### src/hw/rtl/assert_macros.svh
// Assertion helpers included by the tracker RTL
`ifndef ASSERT_MACROS_SVH
`define ASSERT_MACROS_SVH

// Implication checked on every rising edge, skipped while in reset
`define CHK_IMPL(label, ante, cons) \
    label: assert property (@(posedge clk) disable iff (!rst_n) (ante) |-> (cons)) \
        else $error("check failed");

// Implication whose consequent is checked in the cycle after the antecedent
`define CHK_NEXT(label, ante, cons) \
    label: assert property (@(posedge clk) disable iff (!rst_n) (ante) |=> (cons)) \
        else $error("check failed");

`endif

### src/hw/rtl/swmm_pkg.sv
`default_nettype none
package swmm_pkg;

    localparam int NUM_CHANNELS = 7;
    localparam int FIELD_BITS   = 32;

    // Commands
    localparam logic [1:0] CMD_APPEND = 2'd0;
    localparam logic [1:0] CMD_REMOVE = 2'd1;
    localparam logic [1:0] CMD_CLEAR  = 2'd2;

    // Status codes
    localparam logic [1:0] ST_OK    = 2'd0;
    localparam logic [1:0] ST_FULL  = 2'd1;
    localparam logic [1:0] ST_EMPTY = 2'd2;

    typedef struct packed {
        logic [1:0]         cmd;
        logic signed [31:0] drive_value;
        logic signed [31:0] measured_value;
        logic signed [31:0] setpoint_value;
        logic signed [31:0] error_value;
        logic               terms_valid;
        logic signed [31:0] p_term;
        logic signed [31:0] i_term;
        logic signed [31:0] d_term;
        logic [31:0]        time_stamp;
    } in_item_t;

    typedef struct packed {
        logic [2:0]         channel;
        logic signed [31:0] max_value;
        logic signed [31:0] min_value;
        logic [8:0]         point_count;
        logic [31:0]        newest_time;
        logic [31:0]        oldest_time;
        logic [1:0]         status;
        logic               last;
    } out_item_t;

    // Lane control from the sequencer
    typedef struct packed {
        logic start;   // reset extremes before a scan
        logic sample;  // a stored sample is on the read bus
        logic terms;   // that sample carries P, I and D terms
    } lane_ctl_t;

endpackage
`default_nettype wire

### src/hw/rtl/swmm_lane.sv
`default_nettype none
// One channel's running max and min over a scan of the window
module swmm_lane #(
    parameter int VALUE_BITS = 32,
    parameter bit TERM_LANE  = 1'b0
) (
    input  wire logic                         clk,
    input  wire logic                         rst_n,
    input  wire swmm_pkg::lane_ctl_t          ctl,
    input  wire logic signed [VALUE_BITS-1:0] value,
    output logic signed [VALUE_BITS-1:0]      max_value,
    output logic signed [VALUE_BITS-1:0]      min_value,
    output logic                              any
);
    logic signed [VALUE_BITS-1:0] hi_reg, lo_reg;
    logic any_reg;
    logic take;

    assign take = ctl.sample && (!TERM_LANE || ctl.terms);

    // Clear flag at scan start
    always_ff @(posedge clk or negedge rst_n)
    begin
        if (!rst_n)
            any_reg <= 1'b0;
        else if (ctl.start)
            any_reg <= 1'b0;
        else if (take)
            any_reg <= 1'b1;
    end

    // Fold in the sample
    always_ff @(posedge clk)
    begin
        if (take && (!any_reg || value > hi_reg))
            hi_reg <= value;
        if (take && (!any_reg || value < lo_reg))
            lo_reg <= value;
    end

    assign max_value = hi_reg;
    assign min_value = lo_reg;
    assign any       = any_reg;
endmodule
`default_nettype wire

### config.mk
export PLATFORM = sky130hd
export DESIGN_NAME = swmm_lane
export DESIGN_NICKNAME = d
export VERILOG_FILES = /design/src/hw/rtl/assert_macros.svh /design/src/hw/rtl/swmm_pkg.sv /design/src/hw/rtl/swmm_lane.sv
export SDC_FILE = /design/constraint.sdc
export NUM_CORES = 1
export LEC_CHECK = 0
export BUFFER_PORTS_ARGS = -buffer_cell sky130_fd_sc_hd__clkbuf_2
export CORE_MARGIN = 2
export CORE_UTILIZATION = 55
export CTS_BUF_LIST = sky130_fd_sc_hd__clkbuf_2
export CTS_CLUSTER_DIAMETER = 60
export CTS_CLUSTER_SIZE = 24
export DETAILED_ROUTE_END_ITERATION = 7
export PLACE_DENSITY = 0.84
export SYNTH_ARGS = -nofsm -noshare
export SYNTH_HDL_FRONTEND = slang
export SYNTH_SLANG_ARGS = --single-unit
### constraint.sdc
create_clock -name clk -period 10.7 [get_ports clk]
set_clock_uncertainty 0.15 [all_clocks]
set_input_delay 0.535 -clock clk [delete_from_list [all_inputs] [get_ports clk]]
set_output_delay 0.535 -clock clk [all_outputs]
set_load 0.1 [all_outputs]
==> impl_metrics.toml, run 1 <==
[run_status]
status = "finished, final reports clean"

[power]
combPwrFrac = 0.341
switchingPower_w = 0.000286
leakage_nw = 2.15
pwr-share-clk = 0.204
cellInternalPower_w = 0.000402
power.total_w = 0.000688
p_seq_frac = 0.455
ir_worst_vdd_v = 0.000118
pwr_density_cell_nw_per_um2 = 160
switching_share = 0.415

[setup_path]
start_kind = "flop"
r2r_cells = 8
cp-end-kind = "flop"
reg2reg_setup_slack_ns = 7.48
max_stage_delay_ns = 0.70
slowest_stage = "o2111a_1"
path_cells = "inv_1 -> ha_1 -> a211oi_2 -> o21bai_1 -> a221o_1 -> o2111ai_1 -> o2111a_1 -> buf_4"
crit_fanout = 18
worstPathArrival_ns = 3.24
required_ns = 10.72
crit_type = "flop to flop"
r2r_start = "min_value[1]"
r2r-end = "min_value[17]"

[yosys]
synth_enable_flop_cells = 64
synthTopCellsByCount = "edfxtp_1 (64), inv_1 (64), ha_1 (63)"
synth_cell_type_count = 31
postSynthNetCount = 395
synthTopCellsByArea = "edfxtp_1 (54%), ha_1 (22%), inv_1 (6.7%), a21oi_1 (3.1%), nand4_1 (2.3%)"
yosys.area.top_type_share = 0.537
yosysSeqAreaShare = 0.544
synth.avg_cell_area_um2 = 12.1
synthArstFlopShare = 0.0154
yosysWarnings = 0
synth_cells = 295
ys_seq_elements = 65
yosys.area.top_type = "edfxtp_1"
synth_ff_type = "edfxtp_1"
synth_area_um2 = 3580

[drt]
wire_per_inst_um = 15.8
dr_total_vias = 2654
dr_wl_met2_um = 3700
dr.max_layer_used = "met4"
wl_met3_um = 355
finalWirelength_um = 7750
wl_met1_um = 3510
drc = 0
drt_pass1_iterations = 4
viasPerCell = 5.42
ant_nets = 0
drt_iter0_markers = 169

[run]
maxCapViolations = 0

[hold_path]
whs_path_depth = 2
hold_class = "input pin to flop"
min_to = "any"
hold_path.startpoint = "ctl[2]"

[finish]
nFillCells = 499
multi_input_area_um2 = 1410
drive_gt1_frac = 0.283
area_growth_pct = 20.3
finalNonFillerCells = 490
fin_nets = 508
register_area_um2 = 1950
fin_area_um2 = 4310
antennaDiodeCount = 0

[place]
dp_cells = 473
hpwl_um = 6040
gp_congestion = 0.821
port_buffers = 100
post_dp_cell_area_um2 = 4200

[grt]
first_global_vias = 2622
grt_pass1_wl_um = 12300
grt.overflow.total = 0
antenna_found_initial = 0
grt_use_total = 0.223
grt_max_degree = 33

[timing]
slew_headroom = 0.229
finalSetupViolations = 0
worst_slew_pin_slew_ns = 1.15
slew_viol_final = 0
rsz0062_at_grt = "no"
fin_hold_ws_ns = 0.0208
finalCriticalPeriod_ns = 3.22
tns_ns = 0
period_share = 0.301
hold_violations = 0
fmaxAchievable_mhz = 311

[cts]
post-cts-setup-buffers = 0
root_buffer = "clkbuf_2"
clk_pin_slew_ns = 0.18
clockBufferDepth = 2
cts_tree = "done"
cts_max_level = 3
clock_latency_ns = 0.49
cts_sinks = 65
cts_buffers = 9

[floorplan]
die_y_um = 84.7
start_util = 0.567
die_w_um = 84.7
ios = 102
dieArea_um2 = 7170
core_area_um2 = 6310
rows = 29
-- worst max path at each step --
| stage | slack [ns] | cells after the start | endpoint | start |
|---|---|---|---|---|
| floorplan | 6.33 | 8 | max_value[0] | max_value[17] |
| detailed placement | 7.20 | 8 | min_value[19] | value[1] |
| CTS | 7.46 | 8 | min_value[16] | min_value[1] |
| global route | 7.28 | 7 | max_value[29] | max_value[14] |
| global placement | 7.32 | 7 | max_value[22] | value[15] |
| finish | 7.48 | 8 | min_value[17] | min_value[1] |
-- through the flow --
stage	util	setup WS, ns
2_1_floorplan	-	6.33
3_3_place_gp	0.665	7.32
3_5_place_dp	0.665	7.20
4_1_cts	0.682	7.46
5_1_grt	0.682	7.28
6_report	0.682	7.48
-- power by group through the flow --
stage / Combinational [W] / Sequential, W / Clock, W
floorplan: 0.0000564 / 0.000447 / 0
global placement: 0.000228 / 0.000318 / 0
detailed placement: 0.000234 / 0.000319 / 0
CTS: 0.000235 / 0.000313 / 0.000141
global route: 0.000249 / 0.000315 / 0.000150
finish: 0.000234 / 0.000313 / 0.000141
-- timing repair --
item,CTS,global route
hold buffers,1,0
gates resized for setup,0,0
setup endpoints to repair,0,0
endpoints found under the hold margin,1,0
-- worst max-delay path, delay by kind of cell, from the launching register on --
kind / cells / cell delay (ns)
compound gates: 5 / 1.64
flops: 1 / 0.42
fa+ha+maj: 1 / 0.22
buf+inv: 2 / 0.47
-- kinds of logic after synthesis --
family,synth area share
compound gates,0.0922
flops,0.544
fa+ha+maj,0.220
simple gates,0.0769
buf+inv,0.0671
-- layout make-up --
type	instances	share of cell area
Sequential cell	65	0.452
Multi-Input combinational cell	166	0.326
Timing Repair Buffer	102	0.120
Inverter	64	0.0558
Tap cell	77	0.0224
Clock buffer	11	0.0128
Clock inverter	5	0.0107
-- cell usage in the layout, fill, tap and decap left out, types with 8 or more instances in the layout --
cell / Yosys / routed
clkbuf_2: 0 / 111
edfxtp_1: 64 / 64
o21ai_0: 8 / 8
inv_1: 64 / 64
nand4_1: 13 / 13
a21oi_1: 22 / 21
ha_1: 63 / 63
nand2_1: 12 / 12
-- layer usage --
metal  track usage  vias to the layer above
met5             0                        -
met4         0.111                        0
met3        0.0393                       16
met2         0.351                       86
met1         0.299                     1249
li1              -                     1303
(Power assumes the default switching activity.)
==> run 2, diff against run 1 <==
--- a/config.mk
+++ b/config.mk
@@ -7,12 +7,12 @@
 export LEC_CHECK = 0
 export BUFFER_PORTS_ARGS = -buffer_cell sky130_fd_sc_hd__clkbuf_2
 export CORE_MARGIN = 2
-export CORE_UTILIZATION = 55
+export CORE_UTILIZATION = 54
 export CTS_BUF_LIST = sky130_fd_sc_hd__clkbuf_2
 export CTS_CLUSTER_DIAMETER = 60
 export CTS_CLUSTER_SIZE = 24
 export DETAILED_ROUTE_END_ITERATION = 7
-export PLACE_DENSITY = 0.84
+export PLACE_DENSITY = 0.82
 export SYNTH_ARGS = -nofsm -noshare
 export SYNTH_HDL_FRONTEND = slang
 export SYNTH_SLANG_ARGS = --single-unit
==> constraint.sdc (replaced) <==
create_clock -name clk -period 3.2 [get_ports clk]
set_clock_uncertainty 0.15 [all_clocks]
set_input_delay 0.16 -clock clk [delete_from_list [all_inputs] [get_ports clk]]
set_output_delay 0.16 -clock clk [all_outputs]
set_load 0.1 [all_outputs]
==> impl_metrics.toml, run 2 (synthesis results as in run 1) <==
[timing]
finalSetupViolations = 0
hold_violations = 0
slew_viol_final = 0
slew_headroom = 0.626
rsz0062_at_grt = "no"
period_share = 0.816
tns_ns = 0
worst_slew_pin_slew_ns = 0.564
setup_ws_ns = 0.590
fin_hold_ws_ns = 0.165
finalCriticalPeriod_ns = 2.61
fmaxAchievable_mhz = 383

[grt]
antenna_found_initial = 0
first_global_vias = 2845
grt_max_degree = 19
use_met3 = 0.0613
grt_use_met1 = 0.298
top_usage_layer = "met2"
grt_pass1_wl_um = 13100
use_met2 = 0.381
grt_use_total = 0.236
grt.overflow.total = 0

[floorplan]
die_y_um = 85.4
rows = 29
dieArea_um2 = 7300
core_area_um2 = 6390
start_util = 0.561
ios = 102
die_w_um = 85.4

[hold_path]
hold_class = "input pin to flop"
min_to = "min_value[8]"
whs_path_depth = 3
hold_path.startpoint = "ctl[1]"

[place]
dp_slack_ns = 0.676
hpwl_um = 6030
gp_congestion = 0.856
port_buffers = 100

[cts]
clk_pin_slew_ns = 0.20
clock_latency_ns = 0.50
root_buffer = "clkbuf_2"
cts_tree = "done"
cts_buffers = 9
cts_sinks = 65
cts_max_level = 3
post-cts-setup-buffers = 0
clockBufferDepth = 2

[power]
pwr_density_cell_nw_per_um2 = 499
ir_worst_vdd_v = 0.000434
leakage_nw = 2.32

[drt]
ant_nets = 0
drc = 0
finalWirelength_um = 8280
drt_iter0_markers = 129
dr_total_vias = 2808
viasPerCell = 5.31
drt_pass1_iterations = 4
wire_per_inst_um = 15.7

[run]
maxCapViolations = 0

[finish]
fin_nets = 546
area_growth_pct = 30.9
final_cell_mix = "clkbuf_2 (111), inv_1 (64), edfxtp_1 (64)"
drive_gt1_frac = 0.271
final_common_cell = "clkbuf_2"

[setup_path]
reg2reg_setup_slack_ns = 0.59
r2r_start = "min_value[2]"
start_kind = "flop"
required_ns = 3.22
r2r-end = "min_value[25]"
crit_fanout = 17
worstPathArrival_ns = 2.63
r2r_cells = 8
cp-end-kind = "flop"
crit_type = "flop to flop"

[run_status]
status = "finished, final reports clean"
## run 2: cell types whose count changed in the layout (fill, tap and decap cells not counted)
| cell | before | now |
|---|---|---|
| o2111a_1 | 1 | 0 |
| and2_0 | 1 | 0 |
| dlygate4sd3_1 | 1 | 36 |
| buf_4 | 1 | 4 |
| o2111a_2 | 0 | 1 |
| a21oi_1 | 21 | 20 |
| and2_1 | 0 | 1 |
| a21oi_2 | 0 | 1 |
| diode_2 | 0 | 1 |
## run 2: stage by stage
step | instance area, um2 | power [W] | utilization | std cells
CTS | 4690 | 0.00234 | 0.734 | 528
global route | 4690 | 0.00246 | 0.734 | 528
finish | 4690 | 0.00234 | 0.734 | 529
global placement | 4220 | 0.00183 | 0.661 | 476
floorplan | 3600 | 0.00169 | - | 295
detailed placement | 4220 | 0.00185 | 0.661 | 476
## run 2: layer usage
metal,share of wire,vias up,wire (um)
li1,-,1385,-
met1,0.44,1321,3660
met2,0.49,84,4030
met3,0.051,18,420
met4,0.021,0,174
met5,0,-,0
## run 2: where the power goes
part	internal, W	total [W]	switching (W)	leakage [nW]
sequential	0.00101	0.00105	0.0000339	0.631
clock	0.000179	0.000468	0.000289	0.0684
combinational	0.000185	0.000825	0.000640	1.62
## run 2: critical path, stage by stage (launching register included)
cell and delay, ns:
edfxtp_1 0.44, inv_1 0.08, ha_1 0.21, o21ai_0 0.15, o21bai_1 0.13, a221o_1 0.40
o2111ai_1 0.22, o2111a_2 0.23, buf_4 0.27
## run 2: worst max-delay path by stage
stage,cells after the start,slack [ns],end,start
global placement,9,0.70,max_value[18],max_value[23]
global route,8,0.41,min_value[29],min_value[2]
finish,8,0.59,min_value[25],min_value[2]
floorplan,8,-0.12,max_value[0],max_value[19]
detailed placement,9,0.68,max_value[18],max_value[19]
CTS,9,0.65,max_value[31],max_value[19]
## run 2: repair_timing
action,4_1_cts,5_1_grt
gates resized for setup,0,0
endpoints found under the setup margin,0,0
hold buffers,36,0
hold endpoints to repair,66,0
## run 2: area by class of cell
class                   count  area, um2
clock inverters             5       46.3
multi-input cells         166       1410
repair buffers            140        891
clock buffers              11       55.1
fillers                   465       1700
flip-flops and latches     65       1950
inverters                  64        240
well taps                  77       96.3
diodes                      1       2.50
==> run 3, diff against run 2 <==
--- a/config.mk
+++ b/config.mk
@@ -7,12 +7,12 @@
 export LEC_CHECK = 0
 export BUFFER_PORTS_ARGS = -buffer_cell sky130_fd_sc_hd__clkbuf_2
 export CORE_MARGIN = 2
-export CORE_UTILIZATION = 54
+export CORE_UTILIZATION = 49
 export CTS_BUF_LIST = sky130_fd_sc_hd__clkbuf_2
 export CTS_CLUSTER_DIAMETER = 60
 export CTS_CLUSTER_SIZE = 24
 export DETAILED_ROUTE_END_ITERATION = 7
-export PLACE_DENSITY = 0.82
+export PLACE_DENSITY = 0.79
 export SYNTH_ARGS = -nofsm -noshare
 export SYNTH_HDL_FRONTEND = slang
 export SYNTH_SLANG_ARGS = --single-unit
==> constraint.sdc (replaced) <==
create_clock -name clk -period 2.3 [get_ports clk]
set_clock_uncertainty 0.15 [all_clocks]
set_input_delay 0.115 -clock clk [delete_from_list [all_inputs] [get_ports clk]]
set_output_delay 0.115 -clock clk [all_outputs]
set_load 0.1 [all_outputs]
==> impl_metrics.toml, run 3 (synthesis results as in run 1) <==
[run_status]
status = "finished, violations left"
violations = "setup timing"

[cts]
clk_pin_slew_ns = 0.19
clockBufferDepth = 2
root_buffer = "clkbuf_2"
cts_sinks = 65
cts_tree = "done"
clock_latency_ns = 0.50
cts_buffers = 9
cts_max_level = 3

[drt]
drt_pass1_iterations = 5
drt_iter0_markers = 235
ant_nets = 0
viasPerCell = 5.36
finalWirelength_um = 11400
dr_total_vias = 3328
wire_per_inst_um = 18.4
drc = 0

[power]
leakage_nw = 2.72
power.total_w = 0.00368
ir_worst_vdd_v = 0.000606
pwr_density_cell_nw_per_um2 = 659

[finish]
nFillCells = 415
fin_nets = 617
final_util = 0.778
multi_input_area_um2 = 1600
antennaDiodeCount = 0
fin_area_um2 = 5580
register_area_um2 = 1950
area_growth_pct = 55.9
final_common_cell = "clkbuf_2"
final_cell_mix = "clkbuf_2 (109), edfxtp_1 (64), buf_4 (59)"
drive_gt1_frac = 0.423

[floorplan]
die_y_um = 89.5
rows = 31
dieArea_um2 = 8010
ios = 102
start_util = 0.499
die_w_um = 89.5
core_area_um2 = 7180

[place]
post_dp_cell_area_um2 = 4660
gp_congestion = 0.793
port_buffers = 100
hpwl_um = 6860

[setup_path]
worstPathArrival_ns = 2.71
crit_type = "flop to flop"
crit_fanout = 6
cp-end-kind = "flop"
start_kind = "flop"
required_ns = 2.36

[grt]
grt_max_degree = 12
grt_use_total = 0.257
grt.overflow.total = 0
antenna_found_initial = 0
first_global_vias = 3331
grt_pass1_wl_um = 15300

[timing]
period_share = 1.16
setup_ws_ns = -0.357
finalCriticalPeriod_ns = 2.66
slew_viol_final = 0
fmaxAchievable_mhz = 376
worst_slew_pin_slew_ns = 0.559
hold_violations = 0
finalSetupViolations = 64
slew_headroom = 0.629
rsz0062_at_grt = "yes"

[run]
maxCapViolations = 0

[hold_path]
hold_class = "input pin to flop"
-- run 3: per-layer routing --
metal,routed length (um),up-vias,track usage,part of all wire
li1,-,1532,-,-
met1,4480,1596,0.299,0.39
met2,5850,156,0.438,0.51
met3,629,44,0.0674,0.055
met4,442,0,0.132,0.039
met5,0,-,0,0
-- run 3: area by class of cell --
cell class	count	area share
multi-input cells	166	0.287
flip-flops and latches	65	0.349
inverters	64	0.0430
repair buffers	211	0.276
well taps	99	0.0222
clock buffers	9	0.00807
clock inverters	7	0.0152
-- run 3: critical path: stages, from the launching register on --
cell and delay, ns:
edfxtp_1 0.41, inv_1 0.06, ha_1 0.30, nand4_1 0.15, nor3_2 0.22, buf_4 0.14, nand4_1 0.13, nand2_1 0.17
o41ai_4 0.13, a21oi_4 0.23, buf_4 0.15, buf_6 0.13
-- run 3: timing repair --
action,4_1_cts,5_1_grt
endpoints found under the setup margin,64,64
pin swaps,4,7
resized for setup,33,20
buffers inserted,11,8
hold buffers,36,0
gates cloned,4,0
hold endpoints to repair,66,0
-- run 3: worst paths after layout --
kind	from	slack, ns	cells after the start	end
worst max-delay path	max_value[26]	-0.36	11	max_value[25]
worst min-delay path	ctl[1]	0.16	4	min_value[23]
worst max register to register	max_value[26]	-0.36	11	max_value[25]
max in group asynchronous	rst_n	1.57	3	any
worst min register to register	any	1.07	4	min_value[23]
min in group asynchronous	rst_n	0.31	3	any
-- run 3: stage by stage --
stage	setup TNS, ns	hold WS, ns	worst slack (ns)	std cells
global route	-23.09	0.138	-0.411	621
floorplan	-61.16	-0.331	-1.02	295
CTS	-10.00	0.0621	-0.193	616
global placement	-6.26	-0.250	-0.135	551
detailed placement	-11.64	-0.248	-0.238	551
finish	-17.13	0.158	-0.357	621
-- run 3: report_power, final --
part           internal (W)  switching, W  total (W)  leakage (nW)
clock              0.000349      0.000426   0.000775        0.0768
sequential          0.00141     0.0000535    0.00146         0.631
combinational      0.000442      0.000998    0.00144          2.01
