File: src/hw/rtl/assert_macros.svh
// Assertion helpers included by the tracker RTL
`ifndef ASSERT_MACROS_SVH
`define ASSERT_MACROS_SVH

// Implication checked on every rising edge, skipped while in reset
`define CHK_IMPL(label, ante, cons) \
    label: assert property (@(posedge clk) disable iff (!rst_n) (ante) |-> (cons)) \
        else $error("check failed");

// Implication whose consequent is checked in the cycle after the antecedent
`define CHK_NEXT(label, ante, cons) \
    label: assert property (@(posedge clk) disable iff (!rst_n) (ante) |=> (cons)) \
        else $error("check failed");

`endif

File: src/hw/rtl/swmm_pkg.sv
`default_nettype none
package swmm_pkg;

    localparam int NUM_CHANNELS = 7;
    localparam int FIELD_BITS   = 32;

    // Commands
    localparam logic [1:0] CMD_APPEND = 2'd0;
    localparam logic [1:0] CMD_REMOVE = 2'd1;
    localparam logic [1:0] CMD_CLEAR  = 2'd2;

    // Status codes
    localparam logic [1:0] ST_OK    = 2'd0;
    localparam logic [1:0] ST_FULL  = 2'd1;
    localparam logic [1:0] ST_EMPTY = 2'd2;

    typedef struct packed {
        logic [1:0]         cmd;
        logic signed [31:0] drive_value;
        logic signed [31:0] measured_value;
        logic signed [31:0] setpoint_value;
        logic signed [31:0] error_value;
        logic               terms_valid;
        logic signed [31:0] p_term;
        logic signed [31:0] i_term;
        logic signed [31:0] d_term;
        logic [31:0]        time_stamp;
    } in_item_t;

    typedef struct packed {
        logic [2:0]         channel;
        logic signed [31:0] max_value;
        logic signed [31:0] min_value;
        logic [8:0]         point_count;
        logic [31:0]        newest_time;
        logic [31:0]        oldest_time;
        logic [1:0]         status;
        logic               last;
    } out_item_t;

    // Lane control from the sequencer
    typedef struct packed {
        logic start;   // reset extremes before a scan
        logic sample;  // a stored sample is on the read bus
        logic terms;   // that sample carries P, I and D terms
    } lane_ctl_t;

endpackage
`default_nettype wire

File: src/hw/rtl/swmm_merge.sv
`default_nettype none
// Pick one lane's result per output slot and hold it behind the output register
module swmm_merge #(
    parameter int VALUE_BITS = 32
) (
    input  wire logic                                      clk,
    input  wire logic                                      rst_n,
    input  wire logic                                      load,
    input  wire logic [2:0]                                channel,
    input  wire logic [swmm_pkg::NUM_CHANNELS*VALUE_BITS-1:0] hi_bus,
    input  wire logic [swmm_pkg::NUM_CHANNELS*VALUE_BITS-1:0] lo_bus,
    input  wire logic [swmm_pkg::NUM_CHANNELS-1:0]         any_bus,
    input  wire logic [8:0]                                point_count,
    input  wire logic [31:0]                               newest_time,
    input  wire logic [31:0]                               oldest_time,
    input  wire logic [1:0]                                status,
    output logic                                           valid,
    input  wire logic                                      stall,
    output swmm_pkg::out_item_t                            item
);
    logic valid_reg;
    swmm_pkg::out_item_t item_reg, item_next;
    logic [VALUE_BITS-1:0] hi_sel, lo_sel;
    logic any_sel;

    // Select lane
    always_comb
    begin
        hi_sel  = '0;
        lo_sel  = '0;
        any_sel = 1'b0;
        for (int i = 0; i < swmm_pkg::NUM_CHANNELS; i++)
        begin
            if (channel == 3'(i))
            begin
                hi_sel  = hi_bus[i*VALUE_BITS +: VALUE_BITS];
                lo_sel  = lo_bus[i*VALUE_BITS +: VALUE_BITS];
                any_sel = any_bus[i];
            end
        end
        item_next.channel     = channel;
        item_next.max_value   = any_sel ? 32'(signed'(hi_sel)) : '0;
        item_next.min_value   = any_sel ? 32'(signed'(lo_sel)) : '0;
        item_next.point_count = point_count;
        item_next.newest_time = newest_time;
        item_next.oldest_time = oldest_time;
        item_next.status      = status;
        item_next.last        = (channel == 3'(swmm_pkg::NUM_CHANNELS - 1));
    end

    // Hold until taken
    always_ff @(posedge clk or negedge rst_n)
    begin
        if (!rst_n)
            valid_reg <= 1'b0;
        else if (load)
            valid_reg <= 1'b1;
        else if (!stall)
            valid_reg <= 1'b0;
    end

    always_ff @(posedge clk)
    begin
        if (load)
            item_reg <= item_next;
    end

    assign valid = valid_reg;
    assign item  = item_reg;
endmodule
`default_nettype wire

File: config.mk
export PLATFORM = sky130hd
export DESIGN_NAME = swmm_merge
export DESIGN_NICKNAME = d
export VERILOG_FILES = /design/src/hw/rtl/assert_macros.svh /design/src/hw/rtl/swmm_pkg.sv /design/src/hw/rtl/swmm_merge.sv
export SDC_FILE = /design/constraint.sdc
export NUM_CORES = 1
export LEC_CHECK = 0
export BUFFER_PORTS_ARGS = -buffer_cell sky130_fd_sc_hd__buf_2
export CORE_AREA = 2 2 267 269
export DETAILED_ROUTE_END_ITERATION = 8
export DIE_AREA = 0 0 269 271
export PLACE_DENSITY = 0.3
export SKIP_LAST_GASP = 1
export SYNTH_ARGS = -nofsm -noshare
export SYNTH_HDL_FRONTEND = slang
export SYNTH_SLANG_ARGS = --single-unit
export TNS_END_PERCENT = 20
File: constraint.sdc
create_clock -name clk -period 0.8 [get_ports clk]
set_input_delay 0.16 -clock clk [delete_from_list [all_inputs] [get_ports clk]]
set_output_delay 0.16 -clock clk [all_outputs]
set_load 0.005 [all_outputs]
==> flow_summary_export.csv, run 1 <==
group,metric,value,unit
power_and_ir_drop,cellLeakagePower,6.62,nW
synthesis,netlist_area,8390,um2
place,hpwlAfterDp,40900,um
clock_network,cts_buffers,17,
synthesis,synth_edf_count,143,
timing,final-setup-viol-count,209,
cells_and_area,layout.nets,2095,
floorplanning,die_area,72900,um2
global_route,pin_count_of_the_biggest_net_entering_global_routing,40,
worst_setup_path,cpMaxStageDelayCell,"sky130_fd_sc_hd__o311a_4",
cells_and_area,area_growth,82.5,%
power_and_ir_drop,sequential_power_share,0.396,
detailed_routing,antenna_violating_nets_post_route,0,
worst_setup_path,worst-endpoint-arrival,1530,ps
timing,layout_worst_path_cycle_share,1.64,
clock_network,clkTransAtPathRegs,60,ps
clock_network,ctsRootBufferMaster,"sky130_fd_sc_hd__clkbuf_16",
power_and_ir_drop,cell_internal_pwr,16.6,mW
worst_setup_path,critPathLaunchType,"primary input",
power_and_ir_drop,vdd.ir_drop.worst,1.31,mV
timing,fin_crit,1310,ps
detailed_routing,routed_via_density,3.87,
worst_setup_path,critical_path.cell_chain,"buf_16, buf_12, mux2_4, o311a_4, buf_12, and3_1",
clock_network,ctsHtreeMaxLevel,4,
clock_network,cts_tree,"built",
worst_setup_path,timing.critical_path.mode_cell,"sky130_fd_sc_hd__buf_12",
detailed_routing,vias,9756,
clock_network,cts-root-to-sink-buffers,2,
detailed_routing,count_of_tritonroute_iterations_in_the_first_routing_pass,4,
synthesis,asyncSetResetFlopFracSynth,0.00694,
worst_setup_path,end_kind,"flip-flop",
global_route,via_count_of_the_first_global_routing_pass,10224,
synthesis,post-synth-top-count-cell,"sky130_fd_sc_hd__edfxtp_1",
global_route,initial_antenna_violation_count,17,
power_and_ir_drop,power.share.switching,0.294,
power_and_ir_drop,power.switching,6.88,mW
floorplanning,dieHeight,271,um
place,dp.cells,2361,
power_and_ir_drop,comb_power_share,0.255,
power_and_ir_drop,power.density,1530,nW/um2
synthesis,ys_ff_latch,144,
timing,achievable-frequency,761,MHz
synthesis,synthTopCellsByArea,"sky130_fd_sc_hd__edfxtp_1, sky130_fd_sc_hd__mux2_2, sky130_fd_sc_hd__o21ai_0, sky130_fd_sc_hd__mux2i_1, sky130_fd_sc_hd__o221a_1",
synthesis,synth_cells,759,
timing,worst_skew,0,ps
detailed_routing,route.detailed.drc,0,
cells_and_area,number_of_flip_flops_under_the_largest_register_name,143,
synthesis,synth_common_cells,"sky130_fd_sc_hd__edfxtp_1, sky130_fd_sc_hd__o21ai_0, sky130_fd_sc_hd__mux2_2, sky130_fd_sc_hd__nand2_1, sky130_fd_sc_hd__a21oi_1",
floorplanning,initial_utilization,0.120,
timing,timing_max_transition_violations_final,0,
detailed_routing,totalWireLength,52300,um
timing,timing.max_slew.rel_slack,0.508,
synthesis,synth_top_area_share,0.512,
floorplanning,die_width,269,um
outcome,violations,"negative setup slack",
floorplanning,core.rowCount,97,
worst_setup_path,crit_required,1020,ps
cells_and_area,final_non_filler_cell_total,2521,
synthesis,yosysUniqueCellTypes,26,
worst_setup_path,critical-path-top-delay-family,"buffers and inverters",
place,post-place-ws,-1400,ps
synthesis,synth_nets,1296,
place,input_output_buffers,680,
global_route,track_usage,0.137,
clock_network,clock_insertion_delay_worst_skew,470,ps
job,timing.max_cap.violations,0,
synthesis,synth_warnings,0,
outcome,outcome,"finished, violations left",
timing,final-hold-violation-count,0,
synthesis,synthDominantAreaCellType,"sky130_fd_sc_hd__edfxtp_1",
worst_setup_path,crit_type,"primary input to flip-flop",
floorplanning,fp.coreArea,69800,um2
timing,rsz_0062_raised_after_global_routing,"yes",
synthesis,synth_ff_type,"sky130_fd_sc_hd__edfxtp_1",
cells_and_area,fraction_of_final_layout_cells_sized_beyond_drive_strength_1,0.561,
clock_network,clkSinkCount,144,
place,gpl.final_weighted_congestion,0.860,
worst_setup_path,total_buffers_and_inverters_traversed_by_the_critical_path,3,
power_and_ir_drop,p_total,23.4,mW
detailed_routing,drt-initial-drc-count,412,
synthesis,synth_area_per_cell,11.0,um2
floorplanning,ios,681,
worst_setup_path,path_max_fanout,20,
global_route,gr-total-overflow,0,
timing,worstMarginPinSlew,736,ps
power_and_ir_drop,p_clk_frac,0.350,
timing,final_critical_path_setup_slack,-514,ps
hold_path,min_path_type,"primary input to flip-flop",
global_route,grt_first_pass_wirelength,71300,um
worst_setup_path,crit_path_max_incr_delay,430,ps
synthesis,synth-seq-area-share,0.515,
detailed_routing,wire_per_inst,20.7,um
[layer usage]
layer	vias up	track usage	share of wire
met5	-	0	0.0010
met4	8	0.0507	0.020
met3	53	0.0374	0.071
met2	416	0.246	0.52
met1	4666	0.153	0.39
li1	4613	-	-
[per-stage QoR]
step / instance area [um2] / hold slack, ps / setup TNS [ps] / utilization
after detailed placement: 13300 / -60.9 / -98300 / 0.191
final: 15300 / 46.3 / -79410 / 0.219
after global placement: 13300 / -61.7 / -96390 / 0.191
after floorplan: 8480 / -136 / -38320 / -
after global routing: 15300 / 20.3 / -88920 / 0.219
after CTS: 15100 / -1.41 / -86530 / 0.217
[kinds of logic after synthesis]
kind of cell	share of synthesized area
mux	0.137
simple gates	0.0764
compound gates	0.222
buf+inv	0.0495
flops	0.515
[repair_timing]
action | 4_1_cts | 5_1_grt
endpoints found under the hold margin | 102 | 0
endpoints found under the setup margin | 209 | 209
cloned | 3 | 1
resized for setup | 20 | 10
buffers inserted | 3 | 9
pin swaps | 1 | 3
hold buffers | 102 | 0
[worst paths after layout]
check / slack [ps] / cells past startpoint / startpoint / to
worst min-delay path: 50 / 2 / hi_bus[196] / item[112]$_SDFFCE_PN0P_
worst max-delay path: -510 / 6 / channel[1] / item[98]$_SDFFCE_PN0P_
min in group asynchronous: 500 / 3 / rst_n / valid$_DFFE_PN0P_
max in group asynchronous: 200 / 3 / rst_n / valid$_DFFE_PN0P_
worst min register to register: 500 / 1 / valid$_DFFE_PN0P_ / valid$_DFFE_PN0P_
worst max register to register: 130 / 1 / valid$_DFFE_PN0P_ / valid$_DFFE_PN0P_
[power groups by stage]
stage                     combinational (mW)  clock, mW  sequential, mW
after global routing                    6.51       8.87            9.34
after CTS                               6.01       8.66            9.27
after detailed placement                5.39          0            9.43
final                                   5.97       8.19            9.27
after floorplan                         1.92          0            9.53
after global placement                  5.42          0            9.44
[final cells by class]
type / count / area, um2
repair buffers: 865 / 5430
inverters: 3 / 13.8
flip-flops and latches: 144 / 4320
well taps: 940 / 1180
multi-input cells: 527 / 3780
fillers: 7746 / 54500
clock buffers: 19 / 433
diodes: 10 / 25.0
clock inverters: 13 / 128
[cell usage in the layout (no fill, tap or decap), drive strengths merged, types with 2 or more instances in the layout]
cell type / count
inv: 9
nor2b: 4
dlygate4sd3: 102
a21oi: 64
clkbuf: 20
diode: 10
o22ai: 24
and3: 24
nand3: 41
mux2i: 42
o221ai: 25
o21ai: 104
mux2: 65
edfxtp: 143
nand2: 65
a22oi: 24
nand2b: 2
clkinvlp: 4
clkinv: 2
o221a: 40
buf: 761
Note: power is estimated with default switching activity, not from simulation.
==> run 2: changes to the inputs <==
--- a/config.mk
+++ b/config.mk
@@ -6,9 +6,9 @@
 export NUM_CORES = 1
 export LEC_CHECK = 0
 export BUFFER_PORTS_ARGS = -buffer_cell sky130_fd_sc_hd__buf_2
-export CORE_AREA = 2 2 267 269
+export CORE_AREA = 2 2 265 267
 export DETAILED_ROUTE_END_ITERATION = 8
-export DIE_AREA = 0 0 269 271
+export DIE_AREA = 0 0 267 269
 export PLACE_DENSITY = 0.3
 export SKIP_LAST_GASP = 1
 export SYNTH_ARGS = -nofsm -noshare
==> run 2 against run 1 <==
  * Wire length grew 6.1%
  * First-iteration DRC count shrank 2.4%
  * Sequential power is essentially flat
  * Clock power grew 3.9%
  * The flow still finishes with violations (negative setup slack)
  * Largest cell class unchanged
  * Clock-buffer cell count shrank 2
  * Critical path type unchanged
  * Core utilization grew 1.9 points
  * Fmax grew 0.12%
  * Largest power group unchanged
==> flow_summary_export.csv, run 2 (synthesis results as in run 1) <==
group,metric,value,unit
timing,timing.max_slew.rel_slack,0.740,
timing,layout_worst_path_cycle_share,1.64,
worst_setup_path,path_max_fanout,7,
cells_and_area,layout.nets,2140,
floorplanning,die_width,267,um
clock_network,clkSinkCount,144,
cells_and_area,seq_area,4320,um2
detailed_routing,totalWireLength,55500,um
clock_network,ctsRootBufferMaster,"sky130_fd_sc_hd__clkbuf_16",
cells_and_area,layout_commonest_cell,"sky130_fd_sc_hd__buf_2",
power_and_ir_drop,vdd.ir_drop.worst,1.25,mV
place,hpwlAfterDp,41400,um
global_route,gr-total-overflow,0,
clock_network,ctsHtreeMaxLevel,4,
timing,fin_crit,1310,ps
worst_setup_path,crit_type,"primary input to flip-flop",
worst_setup_path,worst-endpoint-arrival,1540,ps
floorplanning,dieHeight,269,um
timing,rsz_0062_raised_after_global_routing,"yes",
detailed_routing,drt-initial-drc-count,402,
cells_and_area,fin_util,0.238,
power_and_ir_drop,power.density,1510,nW/um2
job,timing.max_cap.violations,0,
timing,final-hold-violation-count,0,
worst_setup_path,end_kind,"flip-flop",
global_route,initial_antenna_violation_count,15,
place,input_output_buffers,680,
worst_setup_path,crit_required,1030,ps
clock_network,cts-root-to-sink-buffers,2,
power_and_ir_drop,cellLeakagePower,7.11,nW
worst_setup_path,critPathLaunchType,"primary input",
cells_and_area,number_of_flip_flops_under_the_largest_register_name,143,
place,gpl.final_weighted_congestion,0.803,
timing,timing_max_transition_violations_final,0,
detailed_routing,vias,10113,
cells_and_area,multi_input_area,4110,um2
detailed_routing,antenna_violating_nets_post_route,0,
detailed_routing,wire_per_inst,21.7,um
detailed_routing,count_of_tritonroute_iterations_in_the_first_routing_pass,4,
cells_and_area,layout.filler_cells,7640,
global_route,grt_first_pass_wirelength,73900,um
hold_path,min_path_type,"primary input to flip-flop",
cells_and_area,fraction_of_final_layout_cells_sized_beyond_drive_strength_1,0.601,
timing,worst_skew,0,ps
power_and_ir_drop,p_total,24.8,mW
timing,worstMarginPinSlew,385,ps
global_route,via_count_of_the_first_global_routing_pass,10358,
outcome,outcome,"finished, violations left",
detailed_routing,routed_via_density,3.95,
floorplanning,core.rowCount,97,
global_route,pin_count_of_the_biggest_net_entering_global_routing,42,
floorplanning,ios,681,
floorplanning,die_area,71800,um2
floorplanning,initial_utilization,0.121,
cells_and_area,mostFrequentLayoutCells,"sky130_fd_sc_hd__buf_2, sky130_fd_sc_hd__edfxtp_1, sky130_fd_sc_hd__dlygate4sd3_1, sky130_fd_sc_hd__o21ai_0, sky130_fd_sc_hd__nand2_1",
clock_network,clock_insertion_delay_worst_skew,480,ps
floorplanning,fp.coreArea,69300,um2
cells_and_area,area_growth,96.5,%
clock_network,cts_buffers,17,
global_route,track_usage,0.146,
clock_network,cts_tree,"built",
detailed_routing,route.detailed.drc,0,
outcome,violations,"negative setup slack",
timing,achievable-frequency,762,MHz
clock_network,clkTransAtPathRegs,70,ps
timing,final-setup-viol-count,209,
timing,final_critical_path_setup_slack,-512,ps
-- run 2: area by class of cell --
type / count / share of cell area
Inverter: 3 / 0.000835
Clock inverter: 15 / 0.0110
Antenna cell: 6 / 0.000911
Timing Repair Buffer: 910 / 0.379
Clock buffer: 17 / 0.0258
Tap cell: 940 / 0.0714
Multi-Input combinational cell: 527 / 0.249
Sequential cell: 144 / 0.262
-- run 2: through the flow --
step	cells	setup TNS, ps	hold WS [ps]	instance area [um2]	setup slack (ps)
after floorplan	759	-38320	-136	8480	-604
after global placement	2374	-92400	-63.0	13600	-1050
after detailed placement	2374	-95140	-62.5	13600	-1060
after CTS	2547	-85420	1.05	16200	-514
after global routing	2560	-89000	25.7	16500	-520
final	2562	-80340	51.2	16500	-512
-- run 2: routing by layer --
metal | global-route usage | share of wire
met5 | 0 | 0.0010
met4 | 0.0565 | 0.023
met3 | 0.0324 | 0.060
met2 | 0.255 | 0.51
met1 | 0.174 | 0.41
-- run 2: worst paths after layout --
check / start / endpoint / slack, ps / cells past startpoint
min in group asynchronous: rst_n / valid$_DFFE_PN0P_ / 510 / 3
max: channel[1] / item[92]$_SDFFCE_PN0P_ / -510 / 9
min: load / item[22]$_DFFE_PP_ / 50 / 1
max in group asynchronous: rst_n / valid$_DFFE_PN0P_ / 190 / 3
min reg2reg: valid$_DFFE_PN0P_ / valid$_DFFE_PN0P_ / 480 / 1
max reg2reg: valid$_DFFE_PN0P_ / valid$_DFFE_PN0P_ / 150 / 1
-- run 2: repair_timing --
action | 4_1_cts | 5_1_grt
pin swaps | 33 | 29
hold buffers | 111 | 0
gates resized for setup | 80 | 36
endpoints found under the setup margin | 209 | 208
gates cloned | 15 | 3
buffers inserted | 17 | 9
hold endpoints to repair | 110 | 0
-- run 2: power by group --
group	internal [mW]	total, mW	switching, mW
registers	9.09	9.27	0.180
clock network	4.25	8.51	4.26
logic	3.81	7.04	3.23
-- run 2: critical path, cell delays in order --
cell,delay (ps)
sky130_fd_sc_hd__buf_16,140
sky130_fd_sc_hd__buf_12,160
sky130_fd_sc_hd__buf_16,130
sky130_fd_sc_hd__nor2b_4,120
sky130_fd_sc_hd__buf_12,140
sky130_fd_sc_hd__bufbuf_16,280
sky130_fd_sc_hd__a21oi_4,140
sky130_fd_sc_hd__o221ai_2,100
sky130_fd_sc_hd__and3_1,160
==> run 3: changes to the inputs <==
--- a/config.mk
+++ b/config.mk
@@ -6,10 +6,12 @@
 export NUM_CORES = 1
 export LEC_CHECK = 0
 export BUFFER_PORTS_ARGS = -buffer_cell sky130_fd_sc_hd__buf_2
+export CAP_MARGIN = 20
 export CORE_AREA = 2 2 265 267
 export DETAILED_ROUTE_END_ITERATION = 8
 export DIE_AREA = 0 0 267 269
 export PLACE_DENSITY = 0.3
+export SETUP_SLACK_MARGIN = 0.1
 export SKIP_LAST_GASP = 1
 export SYNTH_ARGS = -nofsm -noshare
 export SYNTH_HDL_FRONTEND = slang
==> run 3 against run 2 <==
  * The flow still finishes with violations (negative setup slack)
  * Worst hold slack worse by 28 ps
  * Combinational power is 1% lower
  * Core utilization is 0.33 points lower
==> flow_summary_export.csv, run 3 (synthesis results as in run 1) <==
group,metric,value,unit
outcome,outcome,"finished, violations left",
cells_and_area,fraction_of_final_layout_cells_sized_beyond_drive_strength_1,0.616,
global_route,initial_antenna_violation_count,15,
floorplanning,ios,681,
worst_setup_path,path_max_fanout,8,
timing,final-hold-violation-count,0,
floorplanning,dieHeight,269,um
detailed_routing,route.detailed.drc,0,
clock_network,clkSinkCount,144,
worst_setup_path,crit_path_max_incr_delay,320,ps
global_route,track_usage,0.148,
worst_setup_path,critPathLaunchType,"primary input",
floorplanning,die_width,267,um
detailed_routing,count_of_tritonroute_iterations_in_the_first_routing_pass,5,
worst_setup_path,crit_required,1060,ps
floorplanning,core.rowCount,97,
timing,rsz_0062_raised_after_global_routing,"yes",
worst_setup_path,cpMaxStageDelayCell,"sky130_fd_sc_hd__mux2_4",
detailed_routing,wire_per_inst,22.0,um
global_route,via_count_of_the_first_global_routing_pass,10287,
clock_network,clkTransAtPathRegs,80,ps
detailed_routing,drt-initial-drc-count,375,
global_route,grt_first_pass_wirelength,74300,um
worst_setup_path,critical_path.cell_chain,"buf_16, mux2_4, o311a_4, buf_12, buf_12, clkbuf_16, and3_4",
worst_setup_path,end_kind,"flip-flop",
clock_network,clock_insertion_delay_worst_skew,490,ps
global_route,gr-total-overflow,0,
place,hpwlAfterDp,41400,um
timing,final_critical_path_setup_slack,-523,ps
timing,worst_hold_slack,23.4,ps
power_and_ir_drop,vdd.ir_drop.worst,1.27,mV
place,gpl.final_weighted_congestion,0.803,
timing,layout_worst_path_cycle_share,1.65,
worst_setup_path,timing.critical_path.mode_cell,"sky130_fd_sc_hd__buf_12",
timing,worstMarginPinSlew,455,ps
power_and_ir_drop,comb_power_share,0.281,
cells_and_area,final_non_filler_cell_total,2531,
power_and_ir_drop,power.density,1520,nW/um2
place,input_output_buffers,680,
detailed_routing,vias,9974,
power_and_ir_drop,sequential_power_share,0.374,
job,timing.max_cap.violations,0,
power_and_ir_drop,cell_internal_pwr,17.1,mW
hold_path,min_path_type,"primary input to flip-flop",
detailed_routing,routed_via_density,3.94,
power_and_ir_drop,cellLeakagePower,7.02,nW
power_and_ir_drop,p_clk_frac,0.345,
place,dpl_cell_area,13600,um2
cells_and_area,mostFrequentLayoutCells,"sky130_fd_sc_hd__buf_2, sky130_fd_sc_hd__edfxtp_1, sky130_fd_sc_hd__o21ai_0, sky130_fd_sc_hd__dlygate4sd3_1, sky130_fd_sc_hd__nand2_1",
clock_network,hold_buffers,78,
cells_and_area,number_of_flip_flops_under_the_largest_register_name,143,
cells_and_area,layout.filler_cells,7633,
power_and_ir_drop,power.share.switching,0.310,
floorplanning,die_area,71800,um2
outcome,violations,"negative setup slack",
timing,timing_max_transition_violations_final,0,
detailed_routing,totalWireLength,55700,um
timing,achievable-frequency,756,MHz
power_and_ir_drop,power.switching,7.68,mW
timing,final-setup-viol-count,209,
worst_setup_path,total_buffers_and_inverters_traversed_by_the_critical_path,4,
timing,timing.max_slew.rel_slack,0.697,
clock_network,ctsRootBufferMaster,"sky130_fd_sc_hd__clkbuf_16",
clock_network,cts_tree,"built",
worst_setup_path,critical-path-top-delay-family,"buffers and inverters",
clock_network,cts_buffers,17,
cells_and_area,layout.nets,2109,
place,dp.cells,2374,
cells_and_area,layout.cell_area.non_filler,16200,um2
power_and_ir_drop,p_total,24.8,mW
cells_and_area,area_growth,93.8,%
timing,worst_skew,0,ps
timing,fin_crit,1320,ps
cells_and_area,layout_commonest_cell,"sky130_fd_sc_hd__buf_2",
worst_setup_path,worst-endpoint-arrival,1580,ps
detailed_routing,antenna_violating_nets_post_route,0,
floorplanning,initial_utilization,0.121,
global_route,pin_count_of_the_biggest_net_entering_global_routing,42,
worst_setup_path,crit_type,"primary input to flip-flop",
clock_network,cts-root-to-sink-buffers,2,
clock_network,ctsHtreeMaxLevel,4,
floorplanning,fp.coreArea,69300,um2
## run 3: cell types whose count changed in the layout (fill, tap and decap cells not counted), moves of 2 or more
cell	change
sky130_fd_sc_hd__dlygate4sd3_1	-33
sky130_fd_sc_hd__buf_16	+2
sky130_fd_sc_hd__clkbuf_16	-2
sky130_fd_sc_hd__bufbuf_16	+2
## run 3: final timing paths
| check | end | slack, ps | cells after the start | from |
|---|---|---|---|---|
| setup / recovery | item[120]$_SDFFCE_PN0P_ | -520 | 7 | channel[1] |
| hold / removal | item[101]$_SDFFCE_PN0P_ | 20 | 2 | lo_bus[217] |
| setup reg to reg | valid$_DFFE_PN0P_ | 150 | 1 | valid$_DFFE_PN0P_ |
| hold reg to reg | valid$_DFFE_PN0P_ | 480 | 1 | valid$_DFFE_PN0P_ |
| max in group asynchronous | valid$_DFFE_PN0P_ | 190 | 3 | rst_n |
| min in group asynchronous | valid$_DFFE_PN0P_ | 510 | 3 | rst_n |
## run 3: through the flow
stage	util	setup slack (ps)	setup TNS (ps)
global placement	0.196	-1050	-92400
detailed placement	0.196	-1060	-95140
global route	0.234	-524	-89290
floorplan	-	-604	-38320
finish	0.234	-523	-80900
CTS	0.232	-514	-85430
## run 3: power by group through the flow
stage	Combinational, mW	Sequential, mW	Clock [mW]
after floorplan	1.92	9.53	0
after detailed placement	5.56	9.44	0
after global placement	5.58	9.43	0
final	6.96	9.27	8.53
after CTS	6.94	9.28	8.95
after global routing	7.52	9.33	9.13
## run 3: metal layers
| metal | global-route usage | share of wire | wire (um) | up-vias |
|---|---|---|---|---|
| met2 | 0.259 | 0.51 | 28300 | 451 |
| met1 | 0.175 | 0.41 | 22600 | 4793 |
| li1 | - | - | - | 4657 |
| met3 | 0.0340 | 0.062 | 3440 | 65 |
| met4 | 0.0560 | 0.023 | 1280 | 8 |
| met5 | 0 | 0.0010 | 56 | - |
## run 3: area by class of cell
class / instances / area (um2) / share of cell area
repair buffers: 879 / 5980 / 0.368
flip-flops and latches: 144 / 4320 / 0.266
multi-input cells: 527 / 4140 / 0.255
well taps: 940 / 1180 / 0.0724
clock buffers: 17 / 425 / 0.0262
clock inverters: 15 / 181 / 0.0112
diodes: 6 / 15.0 / 0.000924
inverters: 3 / 13.8 / 0.000847
## run 3: repair_timing
action,CTS,global route
cloned,18,1
setup buffers,19,7
hold endpoints to repair,110,3
pin swaps,35,30
resized for setup,87,36
endpoints found under the setup margin,209,209
